<file path="config.mk">
export PLATFORM = sky130hd
export DESIGN_NAME = ncs_ctrl
export DESIGN_NICKNAME = d
export VERILOG_FILES = /design/src/sv/ncs_pkg.sv /design/src/sv/ncs_ctrl.sv
export SDC_FILE = /design/constraint.sdc
export NUM_CORES = 1
export LEC_CHECK = 0
export BUFFER_PORTS_ARGS = -buffer_cell sky130_fd_sc_hd__buf_2
export CAP_MARGIN = 20
export CORE_MARGIN = 1
export CORE_UTILIZATION = 52
export CTS_CLUSTER_SIZE = 20
export DETAILED_ROUTE_END_ITERATION = 10
export PLACE_DENSITY = 0.82
export SLEW_MARGIN = 5
export SYNTH_ARGS = -nofsm -noshare
export SYNTH_HDL_FRONTEND = slang
export SYNTH_SLANG_ARGS = --single-unit
</file>
<file path="constraint.sdc">
create_clock -name clk -period 2.99 [get_ports clk]
set_input_delay 0.1495 -clock clk [delete_from_list [all_inputs] [get_ports clk]]
set_output_delay 0.1495 -clock clk [all_outputs]
set_load 0.005 [all_outputs]
</file>
<file path="src/sv/ncs_pkg.sv">
// Shared types, constants and helpers for the natural cubic spline fitter
`default_nettype none

package ncs_pkg;

  // Data word width of knots, sweep values, slopes and coefficients
  localparam int WORD_W = 32;
  // Entries in the gamma tables; the recurrence settles well before the end
  localparam int GTAB_N = 32;
  localparam int GIDX_W = 5;

  typedef logic [WORD_W-1:0] gword_t;
  typedef gword_t gtab_t [GTAB_N];

  // Commands from the controller to the datapath
  typedef struct packed {
    logic load;     // store the offered knot word
    logic close;    // run closes: latch segment count, clear knot count
    logic idx_clr;
    logic idx_inc;
    logic idx_dec;
    logic sw_rd_l;  // sweep: read left knot
    logic sw_rd_r;  // sweep: read right knot, capture left
    logic sw_diff;  // sweep: form 3*diff - previous delta
    logic sw_mul;   // sweep: multiply by gamma
    logic sw_wr;    // sweep: round, saturate, store delta
    logic bk_init;  // back substitution: seed the last slope
    logic bk_mul;   // back substitution: read delta, multiply slope by gamma
    logic bk_wr;    // back substitution: store slope
    logic em_ld;    // emit: capture first knot and slope
    logic em_out;   // emit: present one segment
  } ncs_cmd_t;

  // Status back to the controller
  typedef struct packed {
    logic cnt_nonzero;
    logic idx_zero;
    logic idx_at_n;
    logic idx_at_seg_end;
  } ncs_sts_t;

  // Saturate a wide signed value to one data word
  function automatic logic signed [WORD_W-1:0] sat_word(input logic signed [63:0] v);
    logic signed [63:0] hi;
    logic signed [63:0] lo;
    hi = 64'sd2147483647;
    lo = -64'sd2147483648;
    if (v > hi) begin
      sat_word = hi[WORD_W-1:0];
    end else if (v < lo) begin
      sat_word = lo[WORD_W-1:0];
    end else begin
      sat_word = v[WORD_W-1:0];
    end
  endfunction

endpackage

`default_nettype wire

</file>
<file path="src/sv/ncs_ctrl.sv">
// Controller: sequences load, forward sweep, back substitution and emit
`default_nettype none

module ncs_ctrl (
  input  wire logic              clk,
  input  wire logic              rst_n,
  input  wire logic              start,
  input  wire logic              last_knot,
  output logic                   busy,
  output ncs_pkg::ncs_cmd_t      cmd,
  input  wire ncs_pkg::ncs_sts_t sts
);

  import ncs_pkg::*;

  typedef enum logic [11:0] {
    ST_LOAD = 12'b0000_0000_0001,
    ST_SW_A = 12'b0000_0000_0010,
    ST_SW_B = 12'b0000_0000_0100,
    ST_SW_C = 12'b0000_0000_1000,
    ST_SW_M = 12'b0000_0001_0000,
    ST_SW_W = 12'b0000_0010_0000,
    ST_BK_I = 12'b0000_0100_0000,
    ST_BK_A = 12'b0000_1000_0000,
    ST_BK_B = 12'b0001_0000_0000,
    ST_EM_P = 12'b0010_0000_0000,
    ST_EM_L = 12'b0100_0000_0000,
    ST_EM_O = 12'b1000_0000_0000
  } state_t;

  state_t state_r;
  state_t state_nxt;

  assign busy = (state_r != ST_LOAD);

  // Next state and commands
  always_comb begin
    state_nxt = state_r;
    cmd       = '0;
    unique case (state_r)
      ST_LOAD: begin
        if (start) begin
          cmd.load = 1'b1;
          if (last_knot) begin
            cmd.close   = 1'b1;
            cmd.idx_clr = 1'b1;
            if (sts.cnt_nonzero) begin
              state_nxt = ST_SW_A;
            end
          end
        end
      end
      ST_SW_A: begin
        cmd.sw_rd_l = 1'b1;
        state_nxt   = ST_SW_B;
      end
      ST_SW_B: begin
        cmd.sw_rd_r = 1'b1;
        state_nxt   = ST_SW_C;
      end
      ST_SW_C: begin
        cmd.sw_diff = 1'b1;
        state_nxt   = ST_SW_M;
      end
      ST_SW_M: begin
        cmd.sw_mul = 1'b1;
        state_nxt  = ST_SW_W;
      end
      ST_SW_W: begin
        cmd.sw_wr = 1'b1;
        if (sts.idx_at_n) begin
          state_nxt = ST_BK_I;
        end else begin
          cmd.idx_inc = 1'b1;
          state_nxt   = ST_SW_A;
        end
      end
      ST_BK_I: begin
        cmd.bk_init = 1'b1;
        state_nxt   = ST_BK_A;
      end
      ST_BK_A: begin
        cmd.bk_mul = 1'b1;
        state_nxt  = ST_BK_B;
      end
      ST_BK_B: begin
        cmd.bk_wr = 1'b1;
        if (sts.idx_zero) begin
          state_nxt = ST_EM_P;
        end else begin
          cmd.idx_dec = 1'b1;
          state_nxt   = ST_BK_A;
        end
      end
      ST_EM_P: begin
        cmd.idx_clr = 1'b1;
        state_nxt   = ST_EM_L;
      end
      ST_EM_L: begin
        cmd.em_ld = 1'b1;
        state_nxt = ST_EM_O;
      end
      ST_EM_O: begin
        cmd.em_out = 1'b1;
        if (sts.idx_at_seg_end) begin
          state_nxt = ST_LOAD;
        end else begin
          cmd.idx_inc = 1'b1;
        end
      end
      default: begin
        state_nxt = ST_LOAD;
      end
    endcase
  end

  always_ff @(posedge clk) begin
    if (!rst_n) begin
      state_r <= ST_LOAD;
    end else begin
      state_r <= state_nxt;
    end
  end

  // Checks
  a_onehot: assert property (@(posedge clk) disable iff (!rst_n) $onehot(state_r))
    else $error("state register not one-hot");
  a_run_starts: assert property (@(posedge clk) disable iff (!rst_n)
    (start && !busy && last_knot && sts.cnt_nonzero) |=> (state_r == ST_SW_A))
    else $error("closed run did not start the sweep");
  a_single_knot: assert property (@(posedge clk) disable iff (!rst_n)
    (start && !busy && last_knot && !sts.cnt_nonzero) |=> !busy)
    else $error("single-knot run left the load state");
  a_back_done: assert property (@(posedge clk) disable iff (!rst_n)
    (cmd.bk_wr && sts.idx_zero) |=> (state_r == ST_EM_P))
    else $error("back substitution did not hand over to emit");

endmodule

`default_nettype wire

</file>
**Word level (Yosys, flattened, before mapping)**

Index checks and enable logic that the tools add are counted.

- Register bits after elaboration: 12
- Output and inout bits: 16
- Word-level logic and storage cells: 45

- Equal/unequal tests: 17
- Multiplexer cells: 26
- Reduce and logical (&&, ||, !) cells: 1

Operator list:

| kind | number |
|---|---|
| case mux 12 bit (12 select lines) | 1 |
| 2-to-1 mux 12 bit | 4 |
| 2-to-1 mux 1 bit | 14 |
| == test 12 x 1 -> 1 bit, second input constant | 1 |
| == test 12 x 10 -> 1 bit, second input constant | 1 |
| == test 12 x 11 -> 1 bit, second input constant | 1 |
| == test 12 bit, second input constant | 1 |
| == test 12 x 2 -> 1 bit, second input constant | 1 |
| == test 12 x 3 -> 1 bit, second input constant | 1 |
| == test 12 x 4 -> 1 bit, second input constant | 1 |
| == test 12 x 5 -> 1 bit, second input constant | 1 |
| == test 12 x 6 -> 1 bit, second input constant | 1 |
| == test 12 x 7 -> 1 bit, second input constant | 1 |
| == test 12 x 8 -> 1 bit, second input constant | 1 |
| == test 12 x 9 -> 1 bit, second input constant | 1 |
| inequality test 12 x 1 -> 1 bit, second input constant | 1 |
| 2-to-1 mux 10 bit | 1 |
| inequality test 2 bit, second input constant | 4 |
| 2-to-1 mux 7 bit | 1 |
| 2-to-1 mux 2 bit | 2 |
| case mux 1 bit (2 select lines) | 2 |
| AND reduction 4 bit | 1 |
| 2-to-1 mux 3 bit | 1 |

**Longest topological paths before layout**

Gate-level depths: netlist of run 1.

- Depth after elaboration: 4
- Mapped depth: 5
- Depth with buffers taken out: 4

**Least setup slack after synthesis of run 1**

Ideal clock, no wire load.

- Path type: reg2reg
- Start point: register state_r[6]
- End point: register state_r[2]
- Period minus slack after synthesis: 1.551 ns
- Required time: 2.874 ns
- Stages on the path, launching flop included: 5
- Slack: 1.439 ns
- Arrival time: 1.435 ns
- Buffers on the path: 0
- Path through: dfxtp_1 -> nor4_4 -> nand4_2 -> or2_1 -> and4_1

- Word-level cells in the longest chain between the ends: 3
- Elaborated cells between the ends (all ways): 18

Ends and longest elaborated chain:

| what | RTL line | RTL |
|---|---|---|
| start, declared | ncs_ctrl.sv:31 | `state_t state_r;` |
| start signal, assigned | ncs_ctrl.sv:121 | `state_r <= state_nxt;` |
| == test 12 x 1 -> 1 bit / == test 12 bit (equally long branches) | ncs_ctrl.sv:40 | `unique case (state_r)` |
| inequality test 2 bit (no source line) | -- |  |
| AND reduction 4 bit (no source line) | -- |  |

Parallel ways exist; a longest one is shown, timed or not.
A chain may end at the register's enable or synchronous reset.

==> flow_summary.rst, run 1 <==
.. list-table::
   :header-rows: 1

   * - Metric
     - Value
   * - Synth Area per Inst
     - 8.375 um2
   * - Run status
     - finished, final reports clean
   * - Data arrival time of the critical path
     - 1.77 ns
   * - Total via count in the routed design
     - between 700 and 800
   * - H-Tree Depth
     - 1
   * - Cell internal power dissipation
     - 0.2638 mW
   * - Post-CTS Hold Fix Bufs
     - 0
   * - Rel. slew slack
     - 67.14%
   * - Asr flop ratio synth
     - 0%
   * - Yosys warnings
     - 0
   * - Leading registers by flop count
     - state_r x12
   * - Clock Latency Late Sink
     - 0.27 ns
   * - Peak supply drop
     - 0.0004585 V
   * - Power density over the cells
     - 435.1 nW/um2
   * - Timing-limited maximum frequency
     - roughly 520 MHz
   * - Layout Area Growth over Synthesis
     - 20.54%
   * - Total global routing overflow
     - 0
   * - Estimated wirelength of the detail-placed design
     - 1331 um
   * - Number of clock sinks
     - 12
   * - Number of enable-type register cells in the synthesized netlist
     - 0
   * - Relative contribution of combinational cells to total power
     - ~29%
   * - Average vias per placed instance
     - 5.797
   * - Maximum number of pins on one net before global-route repair
     - 9
   * - Std cell rows
     - 13
   * - Clock network fraction of design power
     - 24.3%
   * - Slowest cell on crit path
     - sky130_fd_sc_hd__nor4_1
   * - Post-Route Skew
     - around 0.0043 ns
   * - Post-CTS setup buffer count
     - 0
   * - Final routed wire length divided by cell count
     - 13.61 um
   * - Final TNS setup
     - 0 ns
   * - Crit path required time
     - 2.84 ns
   * - Number of buffers inserted during clock tree synthesis
     - 3
   * - Initial antenna violation count
     - 0
   * - Final worst hold slack
     - 0.1247 ns
   * - Launching element type of the critical path
     - register
   * - Global router's overall resource usage
     - 25.00%
   * - Y dimension of the die
     - 39.65 um
   * - Highest-count cells in the layout ignoring fill and taps
     - sky130_fd_sc_hd__buf_2, sky130_fd_sc_hd__nor2_1, sky130_fd_sc_hd__dfxtp_1
   * - Setup repair after global routing missed its margin
     - no
   * - Die extent in x
     - 39.65 um
   * - Mapped Area
     - 737.0 um2
   * - Number of max-cap violations
     - 0
   * - Largest incremental delay on the critical path
     - 0.48 ns
   * - Commonest register cell after synthesis
     - sky130_fd_sc_hd__dfxtp_1
   * - Starting utilization of the core area
     - a little under three fifths
   * - Number of synthesized register bits
     - 12
   * - Sequential fraction of design power
     - between 40% and 50%
   * - Seq/Total Area, Yosys
     - 32.60%
   * - Post-cts repair resize count
     - 0
   * - Violation count after the first detailed-route iteration
     - 10
   * - Net count of the mapped netlist
     - 96
   * - Number of max-slew violations in the final report
     - 0
   * - Clock slew at reported path FFs
     - 0.06 ns
   * - Leakage
     - roughly 0.42 nW
   * - Switching Share
     - a little under a third
   * - NetSw
     - 0.1228 mW
   * - Largest register FFs
     - 12
   * - Fraction of the cycle the final worst path needs
     - approximately 64%
   * - Count of unique library cells instantiated by Yosys
     - 31
   * - Final hold vios
     - 0
   * - Placeable core region
     - around 1300 um2
   * - Crit path capture type
     - output port
   * - Tightest Pin Transition
     - roughly 0.5 ns
   * - Placer congestion estimate
     - roughly 0.80
   * - Fin crit period
     - 1.921 ns
   * - Critical-path cell list
     - nor4_1 -> nand2_1 -> nor4_2 -> buf_2
   * - Most common library cell in the layout ignoring fill and taps
     - sky130_fd_sc_hd__buf_2
   * - Maximum fanout along the worst path
     - 7
   * - Cell at the root of the clock tree
     - sky130_fd_sc_hd__clkbuf_4
   * - Post-route ant nets
     - 0
   * - Number of filler cells placed in the layout
     - 110
   * - Post-Synthesis Cells
     - 88
   * - Diode insertion count for antenna repair
     - 0
   * - Wire length of the first global-routing pass
     - 2608 um
   * - CTS Buffer Depth
     - 2
   * - Critical Setup Path Class
     - register to output port
   * - Final wirelength
     - ~1700 um
   * - Hold/Removal Path Class
     - input pin to register
   * - I/O Pins
     - 24
   * - Register bank with the most flops
     - state_r
   * - Via count of the first global-routing pass
     - 632
   * - Fraction of layout instances using a drive strength above 1
     - 29.20%
   * - Final count of negative-setup-slack endpoints
     - 0
   * - Count of port buffers added during placement
     - 23
   * - Final Net Count
     - 123
   * - Pre-Repair DR Iteration Count
     - 4
   * - # DRC
     - 0
   * - Area of the die
     - approximately 1600 um2
   * - CTS tree
     - done
## final cells by class
| class | instances | area, um2 | share of cell area (%) |
|---|---|---|---|
| multi-input combinational | 71 | 476.7 | 53.66 |
| sequential | 12 | 240.2 | 27.04 |
| timing repair buffer | 23 | 115.1 | 12.96 |
| clock buffer | 3 | 22.52 | 2.535 |
| tap | 15 | 18.77 | 2.113 |
| inverter | 4 | 15.01 | 1.690 |
## final timing paths
check | end | slack (ns) | startpoint | cells past startpoint
setup / recovery | cmd[6] | 1.07 | state_r[9] | 4
hold / removal | state_r[9] | 0.12 | sts[2] | 2
setup reg to reg | state_r[2] | 1.25 | state_r[6] | 4
hold reg to reg | state_r[10] | 0.60 | state_r[9] | 2
## logic make-up after synthesis
logic type             count (synthesis)  share of synthesized area (%)
AND/OR/NAND/NOR                       55                          49.24
flip-flops                            12                          32.60
XOR/XNOR                               2                          2.377
AO/OA/AOI/OAI                         14                          13.07
buffers and inverters                  5                          2.715
## cell usage after synthesis (3+ instances only)
cell	n	area, um2
sky130_fd_sc_hd__nor2_1	13	48.80
sky130_fd_sc_hd__dfxtp_1	12	240.2
sky130_fd_sc_hd__nor3_1	5	25.02
sky130_fd_sc_hd__o21ai_0	5	25.02
sky130_fd_sc_hd__inv_1	4	15.01
sky130_fd_sc_hd__nand3b_1	4	30.03
sky130_fd_sc_hd__nor3b_1	4	30.03
sky130_fd_sc_hd__and3_1	3	18.77
sky130_fd_sc_hd__and4_1	3	26.28
sky130_fd_sc_hd__nand2_1	3	11.26
sky130_fd_sc_hd__nand3_1	3	15.01
sky130_fd_sc_hd__nand4_1	3	18.77
## power groups by stage
stage,Combinational [mW],Sequential [mW],Clock (mW)
6_report,0.110,0.182,0.0940
5_1_grt,0.121,0.182,0.102
4_1_cts,0.110,0.181,0.0964
3_5_place_dp,0.109,0.185,0
3_3_place_gp,0.108,0.184,0
2_1_floorplan,0.0764,0.182,0
## routing by layer
metal | share of wire, % | vias up | wire length (um) | GRT usage (%)
li1 | - | 382 | - | -
met1 | 46 | 336 | 795 | 27.74
met2 | 49 | 24 | 851 | 45.08
met3 | 5.5 | 0 | 96 | 10.23
met4 | 0 | 0 | 0 | 2.586
met5 | 0 | - | 0 | 0
## through the flow
step | power (mW) | instances | worst slack (ns) | cell area [um2] | utilization [%]
after floorplan | 0.2585 | 88 | 1.439 | 737.0 | -
after global placement | 0.2921 | 125 | 1.274 | 865.8 | 65.72
after detailed placement | 0.2938 | 125 | 1.237 | 865.8 | 65.72
after CTS | 0.3875 | 128 | 1.056 | 888.4 | 67.43
after global routing | 0.4053 | 128 | 0.9271 | 888.4 | 67.43
final | 0.3865 | 128 | 1.069 | 888.4 | 67.43
## critical path: cells and delay by family (launching register included)
kind	cells	cell delay (ns)
flops	1	0.37
simple gates	3	0.98
buf+inv	1	0.16
Power figures use the tool's default switching activity.
==> inputs of run 2 (changes only) <==
Settings changed: CORE_UTILIZATION 52 to 48, PLACE_DENSITY 0.82 to 0.76.
Clock period 2.99 ns to 1.94 ns, I/O delays scaled along.
==> flow_summary.rst, run 2 (synthesis results as in run 1) <==
.. list-table::
   :header-rows: 1

   * - Metric
     - Value
   * - Most common library cell in the layout ignoring fill and taps
     - sky130_fd_sc_hd__buf_2
   * - Largest register FFs
     - 12
   * - Register bank with the most flops
     - state_r
   * - Total global routing overflow
     - 0
   * - Highest-count cells in the layout ignoring fill and taps
     - sky130_fd_sc_hd__buf_2, sky130_fd_sc_hd__nor2_1, sky130_fd_sc_hd__dfxtp_1
   * - Timing-limited maximum frequency
     - between 500 and 600 MHz
   * - Crit path required time
     - 1.84 ns
   * - CTS tree
     - done
   * - Setup repair after global routing missed its margin
     - no
   * - Fraction of layout instances using a drive strength above 1
     - ~32%
   * - Final routed wire length divided by cell count
     - 14.48 um
   * - Hold/Removal Path Class
     - input pin to register
   * - Clock slew at reported path FFs
     - 0.08 ns
   * - Final hold vios
     - 0
   * - Worst slack, placed
     - 0.2455 ns
   * - Critical-path cell list
     - nor4_4 -> buf_4 -> nand2_1 -> nor4_2 -> buf_2
   * - Std cell rows
     - 13
   * - Clock Latency Late Sink
     - 0.28 ns
   * - Estimated wirelength of the detail-placed design
     - 1369 um
   * - Launching element type of the critical path
     - register
   * - Total power after layout
     - about 0.66 mW
   * - Worst Slack Setup Final
     - 0.06396 ns
   * - Via count of the first global-routing pass
     - 621
   * - Placer congestion estimate
     - 0.8156
   * - Final Cell Area
     - 920.9 um2
   * - Power density over the cells
     - 720.9 nW/um2
   * - Violation count after the first detailed-route iteration
     - 29
   * - Wire length of the first global-routing pass
     - 2766 um
   * - Maximum number of pins on one net before global-route repair
     - 9
   * - Placed cell area
     - 865.8 um2
   * - Initial antenna violation count
     - 0
   * - Post-route ant nets
     - 0
   * - I/O Pins
     - 24
   * - Diode insertion count for antenna repair
     - 0
   * - Fraction of the cycle the final worst path needs
     - a little over nine tenths
   * - Finished Layout Cells
     - 130
   * - Fin crit period
     - 1.876 ns
   * - Total via count in the routed design
     - 798
   * - Post-Place Cells
     - 125
   * - Peak supply drop
     - roughly 0.00035 V
   * - Global router's overall resource usage
     - approximately 26%
   * - # DRC
     - 0
   * - Y dimension of the die
     - 41.19 um
   * - Number of filler cells placed in the layout
     - 121
   * - Cell at the root of the clock tree
     - sky130_fd_sc_hd__clkbuf_4
   * - Number of clock sinks
     - 12
   * - Post-Route Skew
     - 0.004701 ns
   * - Count of cells along the worst hold path
     - 2
   * - Rel. slew slack
     - 72.41%
   * - Average vias per placed instance
     - 6.138
   * - Die extent in x
     - between 40 and 50 um
   * - Final TNS setup
     - 0 ns
   * - Worst reg2reg path depth
     - 4
   * - Leading registers by flop count
     - state_r x12
   * - Leakage
     - approximately 0.44 nW
   * - Crit path capture type
     - output port
   * - Pre-Repair DR Iteration Count
     - 4
   * - Data arrival time of the critical path
     - 1.78 ns
   * - Final count of negative-setup-slack endpoints
     - 0
   * - Number of max-cap violations
     - 0
   * - Area of the die
     - 1696 um2
   * - Number of max-slew violations in the final report
     - 0
   * - Critical Setup Path Class
     - register to output port
   * - Final Net Count
     - 124
   * - Starting utilization of the core area
     - 53.94%
   * - Final core utilization
     - 67.40%
   * - Layout Area Growth over Synthesis
     - 24.96%
   * - Run status
     - finished, final reports clean
   * - CTS Buffer Depth
     - 2
   * - Final worst hold slack
     - 0.06913 ns
   * - Slowest cell on crit path
     - sky130_fd_sc_hd__dfxtp_1
   * - Post-CTS Hold Fix Bufs
     - 0
   * - Count of port buffers added during placement
     - 23
   * - Maximum fanout along the worst path
     - 8
   * - Largest incremental delay on the critical path
     - between 0.4 and 0.5 ns
   * - Placeable core region
     - about 1400 um2
   * - Number of buffers inserted during clock tree synthesis
     - 3
   * - Final wirelength
     - 1882 um
   * - H-Tree Depth
     - 1
   * - Tightest Pin Transition
     - 0.4100 ns
-- run 2: area by class of cell --
cell class,count,area [um2],area share (%)
Clock buffer,4,36.28,3.940
Inverter,4,15.01,1.630
Multi-Input combinational cell,71,488.0,52.99
Sequential cell,12,240.2,26.09
Tap cell,15,18.77,2.038
Timing Repair Buffer,24,122.6,13.32
-- run 2: repair_timing --
| action | in CTS | in global routing |
|---|---|---|
| endpoints found under the setup margin | 0 | 4 |
| buffers inserted | 0 | 1 |
| resized for setup | 0 | 2 |
-- run 2: worst paths after layout --
check / start / slack, ns / to
setup / recovery: state_r[3] / 0.06 / cmd[6]
hold reg to reg: state_r[9] / 0.62 / state_r[10]
setup reg to reg: state_r[5] / 0.23 / state_r[2]
hold / removal: sts[2] / 0.07 / state_r[9]
-- run 2: where the power goes --
part	leakage [nW]	internal, mW	switching (mW)
clock	0.0210	0.114	0.0927
sequential	0.0970	0.257	0.0238
combinational	0.322	0.0793	0.0972
-- run 2: per-layer routing --
metal  wire length [um]  track usage (%)  part of all wire [%]  vias up
met5                  0                0                     0        -
met4                 20            12.10                   1.1        0
met3                154            4.891                   8.2        4
met2                863            39.84                    46       49
met1                843            34.53                    45      362
li1                   -                -                     -      383
-- run 2: worst max-delay path, delay by kind of cell (launching register included) --
family        cells  cell delay (ns)
buf+inv           2             0.35
flops             1             0.42
simple gates      3             0.73
==> inputs of run 3 (changes only) <==
Settings changed: CORE_UTILIZATION 48 to 43, PLACE_DENSITY 0.76 to 0.72, SETUP_SLACK_MARGIN set to 0.4.
Clock period 1.94 ns to 1.7 ns, I/O delays scaled along.
==> flow_summary.rst, run 3 (synthesis results as in run 1) <==
.. list-table::
   :header-rows: 1

   * - Metric
     - Value
   * - Run status
     - finished with violations
   * - Failing checks
     - DRC, setup timing
   * - Clock slew at reported path FFs
     - 0.08 ns
   * - Cell at the root of the clock tree
     - sky130_fd_sc_hd__clkbuf_4
   * - Highest-count cells in the layout ignoring fill and taps
     - sky130_fd_sc_hd__buf_2, sky130_fd_sc_hd__buf_4, sky130_fd_sc_hd__nor2_1
   * - Hold/Removal Path Class
     - input pin to register
   * - Layout Area Growth over Synthesis
     - 80.98%
   * - Launching element type of the critical path
     - register
   * - Number of max-slew violations in the final report
     - 0
   * - Post-route ant nets
     - 0
   * - Final hold vios
     - 0
   * - Fin crit period
     - roughly 1.8 ns
   * - Total power after layout
     - 0.9811 mW
   * - Critical Setup Path Class
     - register to output port
   * - Total global routing overflow
     - 0
   * - Post-Place Cells
     - 127
   * - H-Tree Depth
     - 1
   * - Setup repair after global routing missed its margin
     - yes
   * - Placeable core region
     - 1559 um2
   * - Final count of negative-setup-slack endpoints
     - 3
   * - Crit path required time
     - 1.62 ns
   * - Total via count in the routed design
     - between 900 and 1k
   * - Critical-path cell list
     - nor4_4 -> buf_6 -> buf_6 -> nand2_8 -> nor4_4 -> buf_2
   * - Post-CTS Hold Fix Bufs
     - 0
   * - Largest incremental delay on the critical path
     - 0.36 ns
   * - I/O Pins
     - 24
   * - Finished Layout Cells
     - 158
   * - Initial antenna violation count
     - 0
   * - Pre-Repair DR Iteration Count
     - 7
   * - Tightest Pin Transition
     - 0.4099 ns
   * - # DRC
     - 2
   * - Wire length of the first global-routing pass
     - ~4000 um
   * - Number of clock sinks
     - 12
   * - Estimated wirelength of the detail-placed design
     - ~1500 um
   * - Worst Slack Setup Final
     - -0.05328 ns
   * - Fraction of layout instances using a drive strength above 1
     - between 60% and 70%
   * - Fraction of the cycle the final worst path needs
     - 103.1%
   * - Area of the die
     - 1884 um2
   * - Number of buffers inserted during clock tree synthesis
     - 3
   * - Data arrival time of the critical path
     - 1.67 ns
   * - Number of max-cap violations
     - 0
   * - Global router's overall resource usage
     - 28.32%
   * - Register bank with the most flops
     - state_r
   * - Number of filler cells placed in the layout
     - 76
   * - Power density over the cells
     - about 740 nW/um2
   * - Placer congestion estimate
     - around 0.84
   * - Most common library cell in the layout ignoring fill and taps
     - sky130_fd_sc_hd__buf_2
   * - Count of port buffers added during placement
     - 23
   * - Final wirelength
     - 2870 um
   * - Clock Latency Late Sink
     - about 0.28 ns
   * - Average vias per placed instance
     - 6.114
   * - Y dimension of the die
     - around 43 um
   * - Crit path capture type
     - output port
   * - Final Net Count
     - 151
   * - Final worst hold slack
     - 0.07409 ns
   * - CTS tree
     - done
   * - Slowest cell on crit path
     - sky130_fd_sc_hd__dfxtp_4
   * - Std cell rows
     - 14
   * - Starting utilization of the core area
     - 47.27%
   * - Leading registers by flop count
     - state_r x12
   * - Leakage
     - 0.6029 nW
   * - Final routed wire length divided by cell count
     - 18.16 um
   * - Rel. slew slack
     - between 70 and 80%
   * - Die extent in x
     - 43.40 um
   * - Largest register FFs
     - 12
   * - Maximum number of pins on one net before global-route repair
     - 9
   * - Diode insertion count for antenna repair
     - 0
   * - Post-Route Skew
     - 0.002595 ns
   * - Timing-limited maximum frequency
     - between 500 and 600 MHz
   * - Maximum fanout along the worst path
     - 5
   * - Via count of the first global-routing pass
     - 841
   * - Violation count after the first detailed-route iteration
     - 39
   * - Worst slack, placed
     - 0.03033 ns
   * - CTS Buffer Depth
     - 2
   * - Total buffers and inverters traversed by the critical path
     - 3
   * - Peak supply drop
     - 0.0007350 V
   * - Critical path's top delay family
     - simple AND/OR/NAND/NOR gates
==> run 3: where the power goes <==
group	internal [mW]	total, mW	switching, mW	leakage (nW)
logic	0.226	0.428	0.203	0.480
registers	0.289	0.315	0.0253	0.102
clock network	0.130	0.238	0.107	0.0210
==> run 3: worst paths after layout <==
check	startpoint	end	slack (ns)	cells after the start
setup / recovery	state_r[0]	cmd[6]	-0.05	6
setup reg to reg	state_r[5]	state_r[7]	0.02	7
hold / removal	sts[1]	state_r[6]	0.07	2
hold reg to reg	state_r[9]	state_r[10]	0.65	2
==> run 3: layer usage <==
metal,up-vias,track usage [%],wire length (um)
met1,454,33.42,1170
met3,12,8.333,182
met4,0,10.63,103
li1,442,-,-
met5,-,0,0
met2,58,48.48,1414
==> run 3: final cells by class <==
type	instances	area [um2]	area share [%]
Clock buffer	4	36.28	2.720
Tap cell	16	20.02	1.501
Inverter	4	15.01	1.126
Sequential cell	12	262.8	19.70
Timing Repair Buffer	51	351.6	26.36
Multi-Input combinational cell	71	648.1	48.59
==> run 3: worst reg2reg max path, stage by stage (launching register included) <==
cell and delay, ns:
sky130_fd_sc_hd__dfxtp_4 0.37, sky130_fd_sc_hd__nor4_4 0.26, sky130_fd_sc_hd__buf_4 0.20, sky130_fd_sc_hd__buf_4 0.13, sky130_fd_sc_hd__nand4_1 0.13, sky130_fd_sc_hd__buf_4 0.19
sky130_fd_sc_hd__o211ai_4 0.11, sky130_fd_sc_hd__o21ba_1 0.18
==> run 3: timing repair <==
action | CTS | global route
pin swaps | 14 | 14
cloned | 0 | 0
setup buffers | 16 | 11
setup endpoints to repair | 28 | 28
resized for setup | 31 | 17
==> run 3: metrics by stage <==
step                      instance area [um2]  TNS (ns)  util [%]
final                                    1334  -0.09296     85.55
after global routing                     1334   -0.9703     85.55
after CTS                                1179         0     75.60
after detailed placement                900.9         0     57.78
after global placement                  900.9         0     57.78
after floorplan                         765.7         0         -
